$ cat src/hdl/lzrle_hist_ram.sv
`timescale 1ns / 1ps
`default_nettype none
module lzrle_hist_ram #(
  parameter int unsigned Depth = 512,
  parameter int unsigned AddrW = $clog2(Depth)
) (
  input  wire              clk_i,
  input  wire              we_i,
  input  wire [AddrW-1:0]  waddr_i,
  input  wire [7:0]        wdata_i,
  input  wire [AddrW-1:0]  raddr_i,
  output logic [7:0]       rdata_o
);
  logic [7:0] mem_q [Depth];

  always_ff @(posedge clk_i) begin
    if (we_i) begin
      mem_q[waddr_i] <= wdata_i;
    end
    rdata_o <= mem_q[raddr_i];
  end
endmodule
`default_nettype wire

$ cat config.mk
export PLATFORM = sky130hd
export DESIGN_NAME = lzrle_hist_ram
export DESIGN_NICKNAME = d
export VERILOG_FILES = /design/src/hdl/lzrle_hist_ram.sv
export SDC_FILE = /design/constraint.sdc
export NUM_CORES = 2
export LEC_CHECK = 0
export ABC_AREA = 1
export ABC_CLOCK_PERIOD_IN_PS = 2600
export BUFFER_PORTS_ARGS = -buffer_cell sky130_fd_sc_hd__buf_2
export CAP_MARGIN = 15
export CELL_PAD_IN_SITES_DETAIL_PLACEMENT = 0
export CELL_PAD_IN_SITES_GLOBAL_PLACEMENT = 1
export CORE_ASPECT_RATIO = 0.7
export CORE_MARGIN = 1.5
export CORE_UTILIZATION = 40
export CTS_BUF_LIST = sky130_fd_sc_hd__clkbuf_4 sky130_fd_sc_hd__clkbuf_8 sky130_fd_sc_hd__clkbuf_16
export DETAILED_ROUTE_END_ITERATION = 8
export PLACE_DENSITY_LB_ADDON = 0.1
export SKIP_LAST_GASP = 1
export SLEW_MARGIN = 20
export SYNTH_ARGS = -nofsm -noshare
export SYNTH_HDL_FRONTEND = slang
export SYNTH_SLANG_ARGS = --single-unit
$ cat constraint.sdc
create_clock -name clk_i -period 2.6 [get_ports clk_i]
set_clock_uncertainty 0.05 [all_clocks]
set_input_delay 0.52 -clock clk_i [delete_from_list [all_inputs] [get_ports clk_i]]
set_output_delay 0.52 -clock clk_i [all_outputs]
set_load 0.03 [all_outputs]
==> impl_metrics.toml <==
[outcome]
outcome = "complete, no violations"

[setup_path]
cp_num_buf_inv = 4
worstSetupPathType = "in -> reg"
crit_top_cell = "nand3_1"
worstPathCellList = "buf_8, buf_4, buf_12, buf_4, nand3_1, nand3_1, nand3_1, nand3_1, nand3_1, nand3_1, nand3_1, nand3_1, nand2_1"
end_kind = "register"
critical-path-top-delay-family = "simple AND/OR/NAND/NOR gates"
cp.depth = 13
critPathLaunchType = "input pin"
worstPathMaxFanout = 36
slowest_stage = "nand3_1"
r2r_cells = 12
cp.arrival_ps = 3330
cp_slowest_stage_delay_ps = 360
crit_required_ps = 3450

[floorplan]
rows = 198
dieArea_um2 = 421000
die_h_um = 543
start_util_pct = 40.2
fp.dieW_um = 775
io_pins = 36
core-area_um2 = 415000

[place]
gp_congestion = 0.891
portBuffers = 35
dp_slack_ps = -962
dp_hpwl_um = 358000

[cts]
clk_path_buf_depth = 4
worstSkewPairLatency_ps = 1010
cts-root-buf = "clkbuf_16"
cts_setup_buffers = 0
htreeDepth = 5
cts_sinks = 4104
clk_pin_slew_ps = 60
cts_tree = "built"
cts_buffers = 405

[logic_synthesis]
yosysWarnings = 0
synth_nets = 13919
syn_area_um2 = 167000
synth_seq_cells = 4104
ys_types = 16
synth_area_per_cell_um2 = 12.0
seq_area_frac_synth_pct = 73.9
synthCells = 13891

[detailed_routing]
viasPerCell = 5.48
drt_wl_total_um = 554000
num_vias = 113857
drc = 0
postRouteAntennaNets = 0
wl_per_cell_um = 26.7
drt_pass1_iterations = 9
first_iter_violations = 13373

[grt]
grt_overflow = 0
antenna_found_initial = 43
globalRouteTotalUtil_pct = 25.8
grt_max_degree = 108
grt_pass1_wl_um = 793000
grt_pass1_vias = 108405

[timing]
drv_slew = 0
fin_tns_setup_ps = 0
setup_viol = 0
holdWs_ps = 119
max_freq_mhz = 403
period_minus_slack_ps = 2480
rsz0062_at_grt = "false"
min_period_over_period_pct = 95.4
setup_ws_ps = 118
hold_viol = 0
tightest_slew_ps = 919
slew_headroom_pct = 38.7

[hold_path]
min_path_type = "in -> reg"
holdPathStages = 4

[cells_and_area]
drive_gt1_share_pct = 15.0
nets = 14983
syn_to_final_growth_pct = 18.7

[run]
drv_cap = 0

[pwr]
power_density_nw_per_um2 = 717
p_leak_nw = 71.2
peakVddDrop_v = 0.000574
## where the power goes
part	total [W]	switching, W	internal, W	leakage [nW]
combinational	0.0104	0.00732	0.00309	27.9
clock	0.0584	0.0254	0.0330	6.44
sequential	0.0729	0.000113	0.0728	36.9
total	0.142	0.0329	0.109	71.2
## synth_stat cells, drive strengths merged
| library cell | count | share of area [%] |
|---|---|---|
| buf | 799 | 2.8 |
| edfxtp | 4096 | 74 |
| nor2 | 514 | 1.2 |
| nand2 | 4160 | 9.4 |
| nor3 | 11 | 0.033 |
| clkbuf | 184 | 0.41 |
| inv | 39 | 0.091 |
| dfxtp | 8 | 0.096 |
| nand3 | 4080 | 12 |
## worst min-delay path, cell delays in order
cell and delay, ps:
buf_2 280, nand3_1 190, nand3_1 70, nand2_1 50
## registers in the layout (all words and copies together), names as in the netlist
name,count
rdata_o,8
mem_q,4096
## final timing paths
check,from,slack (ps),to
setup reg to reg,mem_q[471][5],290,rdata_o[5]
hold reg to reg,mem_q[276][3],990,rdata_o[3]
hold / removal,raddr_i[7],120,rdata_o[2]
setup / recovery,raddr_i[1],120,rdata_o[7]
## through the flow
step | power, W | instances | instance area, µm² | util (%)
6_report | 0.142 | 20775 | 198000 | 47.6
3_5_place_dp | 0.0847 | 20039 | 185000 | 44.5
2_1_floorplan | 0.0788 | 13891 | 167000 | -
3_3_place_gp | 0.0847 | 20039 | 185000 | 44.5
4_1_cts | 0.143 | 20768 | 198000 | 47.6
5_1_grt | 0.146 | 20769 | 198000 | 47.6
## kinds of logic after synthesis
logic type,Yosys count,share of synthesized area (%)
AND/OR/NAND/NOR,8765,22.8
flip-flops,4104,73.9
buffers and inverters,1022,3.33
## layout by cell type (no fill, tap or decap)
master,n
inv_6,8
clkbuf_16,420
clkinvlp_4,13
clkbuf_4,80
buf_12,331
buf_4,1267
diode_2,7
inv_16,2
buf_8,11
inv_4,1
nand2_4,15
nand2_1,4145
edfxtp_1,4096
dlygate4sd3_1,9
inv_8,2
nor3_1,11
buf_6,1
nor2_2,2
clkinv_4,2
nand3_2,2
nor2_1,512
buf_2,21
bufinv_16,29
nand3_1,4078
clkinv_8,1
inv_1,32
dfxtp_2,8
clkinv_2,77
clkinv_1,92
## final cells by class
class,count,area [µm²]
antenna,7,17.5
clock buffer,500,11100
clock inverter,220,1790
fill,36996,217000
inverter,39,203
multi-input combinational,8765,38100
sequential,4104,123000
tap,5500,6880
timing repair buffer,1640,16500
## per-layer routing
layer | share of wire, % | GRT usage (%) | wire length, µm
met1 | 46 | 39.7 | 258000
met2 | 43 | 38.0 | 238000
met3 | 8.3 | 4.85 | 46000
met4 | 2.3 | 5.67 | 12700
met5 | 0.0049 | 0 | 27
## what timing repair did
action | 4_1_cts | 5_1_grt
hold buffers | 9 | 0
gates resized for setup | 8 | 2
endpoints found under the setup margin | 8 | 2
endpoints found under the hold margin | 165 | 0
No activity file was read; power rests on OpenSTA's default activity.
